`src/sv/sapi_pkg.sv`:
```
// ----------------------------------------------------------------------------
// sapi_pkg
// Shared constants, types and helpers for the sensor array peak interpolator.
// ----------------------------------------------------------------------------
package sapi_pkg;

    // Active strings (3 or 4); sample and threshold slots are always four wide
    localparam int STRING_COUNT = 4;
    localparam int SLOT_COUNT   = 4;
    localparam int IDX_W        = 2;

    localparam int SAMPLE_W     = 16;
    localparam int VALUE_W      = 7;
    localparam int POS_W        = 8;

    // step = span / (STRING_COUNT - 1) is at most 63, and every share is <= step
    localparam int STEP_W       = 6;
    localparam int DVD_W        = SAMPLE_W + STEP_W;

    // Divider: quotient bits retired per pipeline stage
    localparam int DIV_STAGES   = 3;
    localparam int DIV_BITS     = STEP_W / DIV_STAGES;

    // Reciprocal for span / (STRING_COUNT - 1), exact for 7-bit span
    localparam int RECIP_SHIFT  = 9;
    localparam int RECIP_MULT   = ((1 << RECIP_SHIFT) + STRING_COUNT - 2) / (STRING_COUNT - 1);
    localparam int PROD_W       = VALUE_W + RECIP_SHIFT;

    localparam logic [IDX_W-1:0] LAST_IDX = IDX_W'(STRING_COUNT - 1);

    // Configuration register indexes
    localparam int CFG_IDX_W = 3;
    localparam logic [CFG_IDX_W-1:0] CFG_THR_0 = 3'd0;
    localparam logic [CFG_IDX_W-1:0] CFG_THR_1 = 3'd1;
    localparam logic [CFG_IDX_W-1:0] CFG_THR_2 = 3'd2;
    localparam logic [CFG_IDX_W-1:0] CFG_THR_3 = 3'd3;
    localparam logic [CFG_IDX_W-1:0] CFG_BASE  = 3'd4;
    localparam logic [CFG_IDX_W-1:0] CFG_TOP   = 3'd5;
    localparam logic [CFG_IDX_W-1:0] CFG_SPAN  = 3'd6;

    localparam logic [VALUE_W-1:0] BASE_RESET = 7'd0;
    localparam logic [VALUE_W-1:0] TOP_RESET  = 7'd127;
    localparam logic [VALUE_W-1:0] SPAN_RESET = 7'd127;

    typedef struct packed {
        logic [SLOT_COUNT-1:0][SAMPLE_W-1:0] thr;
        logic [VALUE_W-1:0]                  base;
        logic [VALUE_W-1:0]                  top;
        logic [STEP_W-1:0]                   step;
    } sapi_cfg_t;

    typedef struct packed {
        logic [IDX_W-1:0] pk;
        logic             pk_act;
        logic             lo_act;
        logic             hi_act;
    } sapi_meta_t;

    typedef struct packed {
        sapi_meta_t          meta;
        logic [SAMPLE_W-1:0] divisor;
        logic [DVD_W-1:0]    rem_lo;
        logic [DVD_W-1:0]    rem_hi;
        logic [STEP_W-1:0]   q_lo;
        logic [STEP_W-1:0]   q_hi;
    } sapi_div_t;

    function automatic logic [STEP_W-1:0] span_to_step(logic [VALUE_W-1:0] span);
        logic [PROD_W-1:0] prod;
        prod = PROD_W'(span) * PROD_W'(RECIP_MULT);
        return STEP_W'(prod >> RECIP_SHIFT);
    endfunction

endpackage

```
`src/sv/sapi_cfg.sv`:
```
// ----------------------------------------------------------------------------
// sapi_cfg
// Configuration register file; keeps step precomputed from span.
// ----------------------------------------------------------------------------
module sapi_cfg import sapi_pkg::*; (
    input  logic                 aclk,
    input  logic                 aresetn,
    input  logic                 cfg_valid,
    output logic                 cfg_ready,
    input  logic [CFG_IDX_W-1:0] cfg_index,
    input  logic [SAMPLE_W-1:0]  cfg_data,
    output sapi_cfg_t            cfg
);

    logic [SLOT_COUNT-1:0][SAMPLE_W-1:0] thr_reg, thr_next;
    logic [VALUE_W-1:0]                  base_reg, base_next;
    logic [VALUE_W-1:0]                  top_reg, top_next;
    logic [STEP_W-1:0]                   step_reg, step_next;

    assign cfg_ready = 1'b1;

    always_comb begin
        thr_next  = thr_reg;
        base_next = base_reg;
        top_next  = top_reg;
        step_next = step_reg;
        if (cfg_valid) begin
            unique case (cfg_index) inside
                CFG_THR_0, CFG_THR_1, CFG_THR_2, CFG_THR_3: begin
                    thr_next[cfg_index[IDX_W-1:0]] = cfg_data;
                end
                CFG_BASE: base_next = cfg_data[VALUE_W-1:0];
                CFG_TOP:  top_next  = cfg_data[VALUE_W-1:0];
                CFG_SPAN: step_next = span_to_step(cfg_data[VALUE_W-1:0]);
                default: ;  // unmapped index, write dropped
            endcase
        end
    end

    always_ff @(posedge aclk) begin
        if (!aresetn) begin
            thr_reg  <= '0;
            base_reg <= BASE_RESET;
            top_reg  <= TOP_RESET;
            step_reg <= span_to_step(SPAN_RESET);
        end else begin
            thr_reg  <= thr_next;
            base_reg <= base_next;
            top_reg  <= top_next;
            step_reg <= step_next;
        end
    end

    assign cfg.thr  = thr_reg;
    assign cfg.base = base_reg;
    assign cfg.top  = top_reg;
    assign cfg.step = step_reg;

endmodule

```
`src/sv/sapi_front.sv`:
```
// ----------------------------------------------------------------------------
// sapi_front
// Peak search and threshold tests, then neighbor select and share multiply.
// ----------------------------------------------------------------------------
module sapi_front import sapi_pkg::*; (
    input  logic                                aclk,
    input  logic                                aresetn,
    input  sapi_cfg_t                           cfg,
    input  logic                                in_valid,
    output logic                                in_ready,
    input  logic [SLOT_COUNT-1:0][SAMPLE_W-1:0] in_samples,
    output logic                                out_valid,
    input  logic                                out_ready,
    output sapi_div_t                           out_item
);

    // stage A: peak index and activity flags
    logic                                a_valid_reg;
    logic [SLOT_COUNT-1:0][SAMPLE_W-1:0] a_smp_reg;
    logic [IDX_W-1:0]                    a_pk_reg, a_pk_next;
    logic [SLOT_COUNT-1:0]               a_act_reg, a_act_next;
    logic [SAMPLE_W-1:0]                 best;
    logic                                a_ready;

    // stage B: dividends ready for the divider
    logic      b_valid_reg;
    sapi_div_t b_item_reg, b_item_next;
    logic      b_ready;

    logic [IDX_W-1:0]    lo_idx, hi_idx;

    always_comb begin
        best      = in_samples[0];
        a_pk_next = '0;
        // first index wins on a tie: strict compare only
        for (int i = 1; i < STRING_COUNT; i++) begin
            if (in_samples[i] > best) begin
                best      = in_samples[i];
                a_pk_next = IDX_W'(i);
            end
        end
        for (int i = 0; i < SLOT_COUNT; i++) begin
            a_act_next[i] = in_samples[i] > cfg.thr[i];
        end
    end

    assign b_ready  = !b_valid_reg || out_ready;
    assign a_ready  = !a_valid_reg || b_ready;
    assign in_ready = a_ready;

    always_comb begin
        lo_idx = a_pk_reg - 1'b1;
        hi_idx = a_pk_reg + 1'b1;
        b_item_next.meta.pk     = a_pk_reg;
        b_item_next.meta.pk_act = a_act_reg[a_pk_reg];
        b_item_next.meta.lo_act = (a_pk_reg != '0) && a_act_reg[lo_idx];
        b_item_next.meta.hi_act = (a_pk_reg != LAST_IDX) && a_act_reg[hi_idx];
        b_item_next.divisor     = a_smp_reg[a_pk_reg];
        b_item_next.rem_lo      = DVD_W'(a_smp_reg[lo_idx]) * DVD_W'(cfg.step);
        b_item_next.rem_hi      = DVD_W'(a_smp_reg[hi_idx]) * DVD_W'(cfg.step);
        b_item_next.q_lo        = '0;
        b_item_next.q_hi        = '0;
    end

    always_ff @(posedge aclk) begin
        if (!aresetn) begin
            a_valid_reg <= 1'b0;
            b_valid_reg <= 1'b0;
        end else begin
            if (a_ready) a_valid_reg <= in_valid;
            if (b_ready) b_valid_reg <= a_valid_reg;
        end
    end

    always_ff @(posedge aclk) begin
        if (a_ready) begin
            a_smp_reg <= in_samples;
            a_pk_reg  <= a_pk_next;
            a_act_reg <= a_act_next;
        end
        if (b_ready) begin
            b_item_reg <= b_item_next;
        end
    end

    assign out_valid = b_valid_reg;
    assign out_item  = b_item_reg;

endmodule

```
`src/sv/sapi_divider.sv`:
```
// ----------------------------------------------------------------------------
// sapi_divider
// Pipelined restoring divider for both neighbor shares, DIV_BITS per stage.
// ----------------------------------------------------------------------------
module sapi_divider import sapi_pkg::*; (
    input  logic      aclk,
    input  logic      aresetn,
    input  logic      in_valid,
    output logic      in_ready,
    input  sapi_div_t in_item,
    output logic      out_valid,
    input  logic      out_ready,
    output sapi_div_t out_item
);

    logic                  v_reg [DIV_STAGES];
    sapi_div_t             item_reg [DIV_STAGES];
    sapi_div_t             item_next [DIV_STAGES];
    logic                  up_valid [DIV_STAGES];
    sapi_div_t             up_item [DIV_STAGES];
    logic [DIV_STAGES-1:0] rdy;

    // Quotient fits in STEP_W bits, so remainder < divisor << (bit + 1)
    // holds at every step and a plain compare/subtract suffices.
    function automatic sapi_div_t div_step(sapi_div_t it, int stage);
        sapi_div_t        r;
        logic [DVD_W-1:0] sub;
        r = it;
        for (int j = 0; j < DIV_BITS; j++) begin
            sub = DVD_W'(r.divisor) << (STEP_W - 1 - stage * DIV_BITS - j);
            if (r.rem_lo >= sub) begin
                r.rem_lo = r.rem_lo - sub;
                r.q_lo   = {r.q_lo[STEP_W-2:0], 1'b1};
            end else begin
                r.q_lo   = {r.q_lo[STEP_W-2:0], 1'b0};
            end
            if (r.rem_hi >= sub) begin
                r.rem_hi = r.rem_hi - sub;
                r.q_hi   = {r.q_hi[STEP_W-2:0], 1'b1};
            end else begin
                r.q_hi   = {r.q_hi[STEP_W-2:0], 1'b0};
            end
        end
        return r;
    endfunction

    always_comb begin
        for (int k = 0; k < DIV_STAGES; k++) begin
            if (k == 0) begin
                up_valid[k] = in_valid;
                up_item[k]  = in_item;
            end else begin
                up_valid[k] = v_reg[k-1];
                up_item[k]  = item_reg[k-1];
            end
            item_next[k] = div_step(up_item[k], k);
        end
    end

    always_comb begin
        rdy[DIV_STAGES-1] = !v_reg[DIV_STAGES-1] || out_ready;
        for (int k = DIV_STAGES - 2; k >= 0; k--) begin
            rdy[k] = !v_reg[k] || rdy[k+1];
        end
    end

    always_ff @(posedge aclk) begin
        for (int k = 0; k < DIV_STAGES; k++) begin
            if (!aresetn) begin
                v_reg[k] <= 1'b0;
            end else if (rdy[k]) begin
                v_reg[k] <= up_valid[k];
            end
        end
    end

    always_ff @(posedge aclk) begin
        for (int k = 0; k < DIV_STAGES; k++) begin
            if (rdy[k]) begin
                item_reg[k] <= item_next[k];
            end
        end
    end

    assign in_ready  = rdy[0];
    assign out_valid = v_reg[DIV_STAGES-1];
    assign out_item  = item_reg[DIV_STAGES-1];

endmodule

```
`src/sv/sensor_array_peak_interpolator.sv`:
```
// ----------------------------------------------------------------------------
// sensor_array_peak_interpolator
// Finds the strongest sensing string in a frame and interpolates a position.
// ----------------------------------------------------------------------------
// Usage:
//   s_* channel: one frame per transaction, four 16-bit strain samples.
//   m_* channel: one 8-bit position per frame, in frame order.
//   cfg_* channel: register writes (index 0..3 thresholds, 4 base, 5 top, 6 span);
//     always ready. The user must write only while the pipe is empty; the
//     block itself does not enforce it.
// Pipeline: peak search, neighbor multiply, three divider stages, output register.
// Throughput: one frame per cycle while the output is not stalled; the divider
//   retires two quotient bits per stage so a new frame can enter every cycle.
// Reset: all valid bits clear, registers return to their reset values
//   (thresholds 0, base 0, top 127, span 127).
// Stall: ready passes back combinationally through all stages; a stalled result holds in
//   the output register while upstream bubbles still fill, and s_ready drops
//   only when every stage holds a frame.
// ----------------------------------------------------------------------------
module sensor_array_peak_interpolator import sapi_pkg::*; (
    input  logic                 aclk,
    input  logic                 aresetn,
    // configuration writes
    input  logic                 cfg_valid,
    output logic                 cfg_ready,
    input  logic [CFG_IDX_W-1:0] cfg_index,
    input  logic [SAMPLE_W-1:0]  cfg_data,
    // frame input
    input  logic                 s_valid,
    output logic                 s_ready,
    input  logic [SAMPLE_W-1:0]  s_sample_0,
    input  logic [SAMPLE_W-1:0]  s_sample_1,
    input  logic [SAMPLE_W-1:0]  s_sample_2,
    input  logic [SAMPLE_W-1:0]  s_sample_3,
    // position output
    output logic                 m_valid,
    input  logic                 m_ready,
    output logic [POS_W-1:0]     m_position_value
);

    sapi_cfg_t                           cfg;
    logic [SLOT_COUNT-1:0][SAMPLE_W-1:0] samples;

    logic      fr_valid, fr_ready;
    sapi_div_t fr_item;
    logic      dv_valid, dv_ready;
    sapi_div_t dv_item;

    logic             m_valid_reg;
    logic [POS_W-1:0] pos_reg, pos_next;
    logic [POS_W-1:0] anchor;
    logic [POS_W-1:0] lo_share, hi_share;

    assign samples = {s_sample_3, s_sample_2, s_sample_1, s_sample_0};

    sapi_cfg u_cfg (
        .aclk      (aclk),
        .aresetn   (aresetn),
        .cfg_valid (cfg_valid),
        .cfg_ready (cfg_ready),
        .cfg_index (cfg_index),
        .cfg_data  (cfg_data),
        .cfg       (cfg)
    );

    // peak search + neighbor * step (two stages)
    sapi_front u_front (
        .aclk       (aclk),
        .aresetn    (aresetn),
        .cfg        (cfg),
        .in_valid   (s_valid),
        .in_ready   (s_ready),
        .in_samples (samples),
        .out_valid  (fr_valid),
        .out_ready  (fr_ready),
        .out_item   (fr_item)
    );

    // (neighbor * step) / peak for both neighbors
    sapi_divider u_divider (
        .aclk      (aclk),
        .aresetn   (aresetn),
        .in_valid  (fr_valid),
        .in_ready  (fr_ready),
        .in_item   (fr_item),
        .out_valid (dv_valid),
        .out_ready (dv_ready),
        .out_item  (dv_item)
    );

    // Final combine. End strings anchor on base/top; inner strings on
    // pk * step + base. Lower share subtracts, upper adds, all mod 256.
    // lo_act/hi_act are already cleared where the neighbor does not exist.
    always_comb begin
        if (dv_item.meta.pk == '0) begin
            anchor = POS_W'(cfg.base);
        end else if (dv_item.meta.pk == LAST_IDX) begin
            anchor = POS_W'(cfg.top);
        end else begin
            anchor = POS_W'(POS_W'(dv_item.meta.pk) * POS_W'(cfg.step)) + POS_W'(cfg.base);
        end
        lo_share = dv_item.meta.lo_act ? POS_W'(dv_item.q_lo) : '0;
        hi_share = dv_item.meta.hi_act ? POS_W'(dv_item.q_hi) : '0;
        if (!dv_item.meta.pk_act) begin
            pos_next = POS_W'(cfg.base);   // nothing pressed
        end else begin
            pos_next = anchor - lo_share + hi_share;
        end
    end

    // output register: holds the position; m_ready feeds the pipe's ready directly
    assign dv_ready = !m_valid_reg || m_ready;

    always_ff @(posedge aclk) begin
        if (!aresetn) begin
            m_valid_reg <= 1'b0;
        end else if (dv_ready) begin
            m_valid_reg <= dv_valid;
        end
    end

    always_ff @(posedge aclk) begin
        if (dv_ready) begin
            pos_reg <= pos_next;
        end
    end

    assign m_valid          = m_valid_reg;
    assign m_position_value = pos_reg;

endmodule

```
`config.mk`:
```
export PLATFORM = sky130hd
export DESIGN_NAME = sensor_array_peak_interpolator
export DESIGN_NICKNAME = d
export VERILOG_FILES = /design/src/sv/sapi_pkg.sv /design/src/sv/sapi_cfg.sv /design/src/sv/sapi_front.sv /design/src/sv/sapi_divider.sv /design/src/sv/sensor_array_peak_interpolator.sv
export SDC_FILE = /design/constraint.sdc
export NUM_CORES = 2
export LEC_CHECK = 0
export BUFFER_PORTS_ARGS = -buffer_cell sky130_fd_sc_hd__buf_2
export CAP_MARGIN = 40
export CORE_ASPECT_RATIO = 0.9
export CORE_MARGIN = 4
export CORE_UTILIZATION = 59
export CTS_CLUSTER_SIZE = 25
export DETAILED_ROUTE_END_ITERATION = 8
export GPL_ROUTABILITY_DRIVEN = 1
export MAX_ROUTING_LAYER = met4
export PLACE_DENSITY_LB_ADDON = 0.12
export SLEW_MARGIN = 30
export SYNTH_ARGS = -nofsm -noshare
export SYNTH_HDL_FRONTEND = slang
export SYNTH_HIERARCHICAL = 1
export SYNTH_SLANG_ARGS = --single-unit
```
`constraint.sdc`:
```
create_clock -name aclk -period 6.1 [get_ports aclk]
set_input_delay 0.915 -clock aclk [delete_from_list [all_inputs] [get_ports aclk]]
set_output_delay 0.915 -clock aclk [all_outputs]
set_load 0.1 [all_outputs]
```
==> summary.txt <==
Timing
  • Worst Skew: 0.0166 ns
  • Headroom to the max-slew limit: 0.462
  • Final TNS setup: 0 ns
  • PnR worst setup slack: 0.304 ns
  • Worst Max-Slew Pin Slew: 0.806 ns
  • Finish-stage setup viols: 0
  • Time the worst path needs with I/O delays and setup: 5.80 ns
  • Crit share post-route: 0.950
  • WHS: 0.418 ns
  • Fmax: 0.173 GHz
  • Fin. max-slew vios: 0
  • RSZ-0062 raised after global routing: false
  • Fin. Hold Viols: 0

Place
  • Final Wtd Congestion: 0.961
  • # port buffers: 97
  • Dpl ws: -0.244 ns
  • DP Wirelength: 73,500 microns
  • Cell Area, Placed: 37,600 sq um

GRT
  • Global routing usage on met3: 0.0281
  • Overflow after GRT: 0
  • Tot GR Track Use: 0.289
  • Initial antenna violation count: 1
  • Met1 Use GR: 0.398
  • Met2 Usage GRT: 0.449
  • Vias in the first global route: 26.8k
  • First-pass GRT wire length: 146,000 microns
  • Largest net degree at the start of global routing: 78
  • GRT busiest layer: met2

Clock tree
  • CTS Buf Count: 44
  • Clk pin slew, worst setup/hold paths: 0.06 ns
  • Htree depth: 2
  • CTS tree: built
  • Setup Buffers After CTS: 0
  • CTS max path bufs: 3
  • Sink Count: 392
  • Root Buffer: clkbuf_16
  • Skew-Pair Late Insertion Delay: 0.58 ns

Floorplan
  • Die H: 242 microns
  • Initial Util: 0.598
  • Die W: 268 microns
  • Num rows: 85
  • Top Ports: 99
  • Core Region: 60,000 sq um
  • Total Die Area: 64,800 sq um

Critical path
  • Flop2flop setup slack: 0.30 ns
  • Worst EP arrival: 6.11 ns
  • Critical Path, Cell by Cell: inv_1 > ha_1 > and3_1 > and2_1 > o21ai_1 > or4_1 > o21a_2 > inv_2 > buf_6 > mux2_2 > ha_1 > a21oi_1 > o21ai_0 > nor3_1 > a21oi_1 > a221o_1 > or3_1 > o31a_1 > nor4_4 > buf_12 > mux2_2
  • Worst setup SP type: flop
  • CP Max Fanout: 34
  • CP endpoint kind: flop
  • Worst Path Required: 6.42 ns
  • WS Path Type: flop to flop
  • CP max-delay cell: a221o_1
  • CP peak stage delay: 0.42 ns

Cells and area
  • Final nets: 4,516
  • Fillers: 4,974
  • Share of cells above drive strength 1: 0.121
  • Area growth from synthesis to layout: 9.32%
  • Most common cell after layout, fill and taps aside: nand2_1
  • Ant diodes: 0
  • Commonest non-fill, non-tap cells in the layout: 445 x nand2_1, 416 x ha_1, 372 x inv_1
  • Largest register FFs: 159
  • Fin area: 39,200 sq um

Synthesis
  • Post-Syn Nets: 4,375
  • Average cell area after synthesis: 9.63 sq um
  • Cell Area, Synth: 35,800 sq um
  • Synth warn: 6
  • Syn Inst Count: 3,723

Routing
  • Initial drt markers: 2,337
  • Routed len/inst: 19.6 microns
  • Routed Antenna Nets: 0
  • Remaining DRCs: 0
  • Via count: 28.1k
  • Drt total wl: 91,800 microns
  • Via/cell ratio: 6.00
  • DR pass1 iterations: 6

Flow run
  • Max-cap violations: 0

Outcome
  • Outcome: finished, final reports clean

Hold path
  • Worst hold-check path type: flop to flop
==> worst paths after layout <==
check	from	to	depth (start not counted)
hold reg to reg	u_divider/item_reg[0][83]	u_divider/item_reg[0][162]	0
hold / removal	u_divider/item_reg[0][83]	u_divider/item_reg[0][162]	0
setup reg to reg	u_divider/item_reg[0][69]	u_divider/item_reg[0][92]	21
setup / recovery	u_divider/item_reg[0][69]	u_divider/item_reg[0][92]	21
==> layer usage <==
layer / vias up / part of all wire
li1: 13645 / -
met3: 178 / 0.056
met1: 13360 / 0.45
met2: 907 / 0.46
met5: - / 0
met4: 0 / 0.039
==> timing repair <==
| item | 4_1_cts | 5_1_grt |
|---|---|---|
| setup endpoints to repair | 0 | 31 |
| resized for setup | 0 | 12 |
| hold endpoints to repair | 0 | 0 |
| hold buffers | 0 | 0 |
==> area by class of cell <==
class                      instances  area (sq um)  area share
inverter                         382          1430      0.0366
timing repair buffer             211          1410      0.0360
sequential                       392         10900       0.278
tap                              783           980      0.0250
multi-input combinational       2833         23000       0.586
clock buffer                      52          1190      0.0305
clock inverter                    30           305     0.00779
==> stage by stage <==
stage | instances | utilization
after floorplan | 3723 | -
after global placement | 4598 | 0.627
after detailed placement | 4598 | 0.627
after CTS | 4680 | 0.652
after global routing | 4683 | 0.653
final | 4683 | 0.653
==> worst max-delay path: cells and delay by family (launching register included) <==
kind                     cells  cell delay (ns)
AND/OR/NAND/NOR              6             1.60
AO/OA/AOI/OAI                7             1.40
adder cells (fa/ha/maj)      2             0.75
multiplexers                 2             0.74
buffers and inverters        4             0.67
flip-flops                   1             0.34
Power is not shown: default switching activity piles up to over one toggle a cycle in this logic, so the estimate is an artifact.
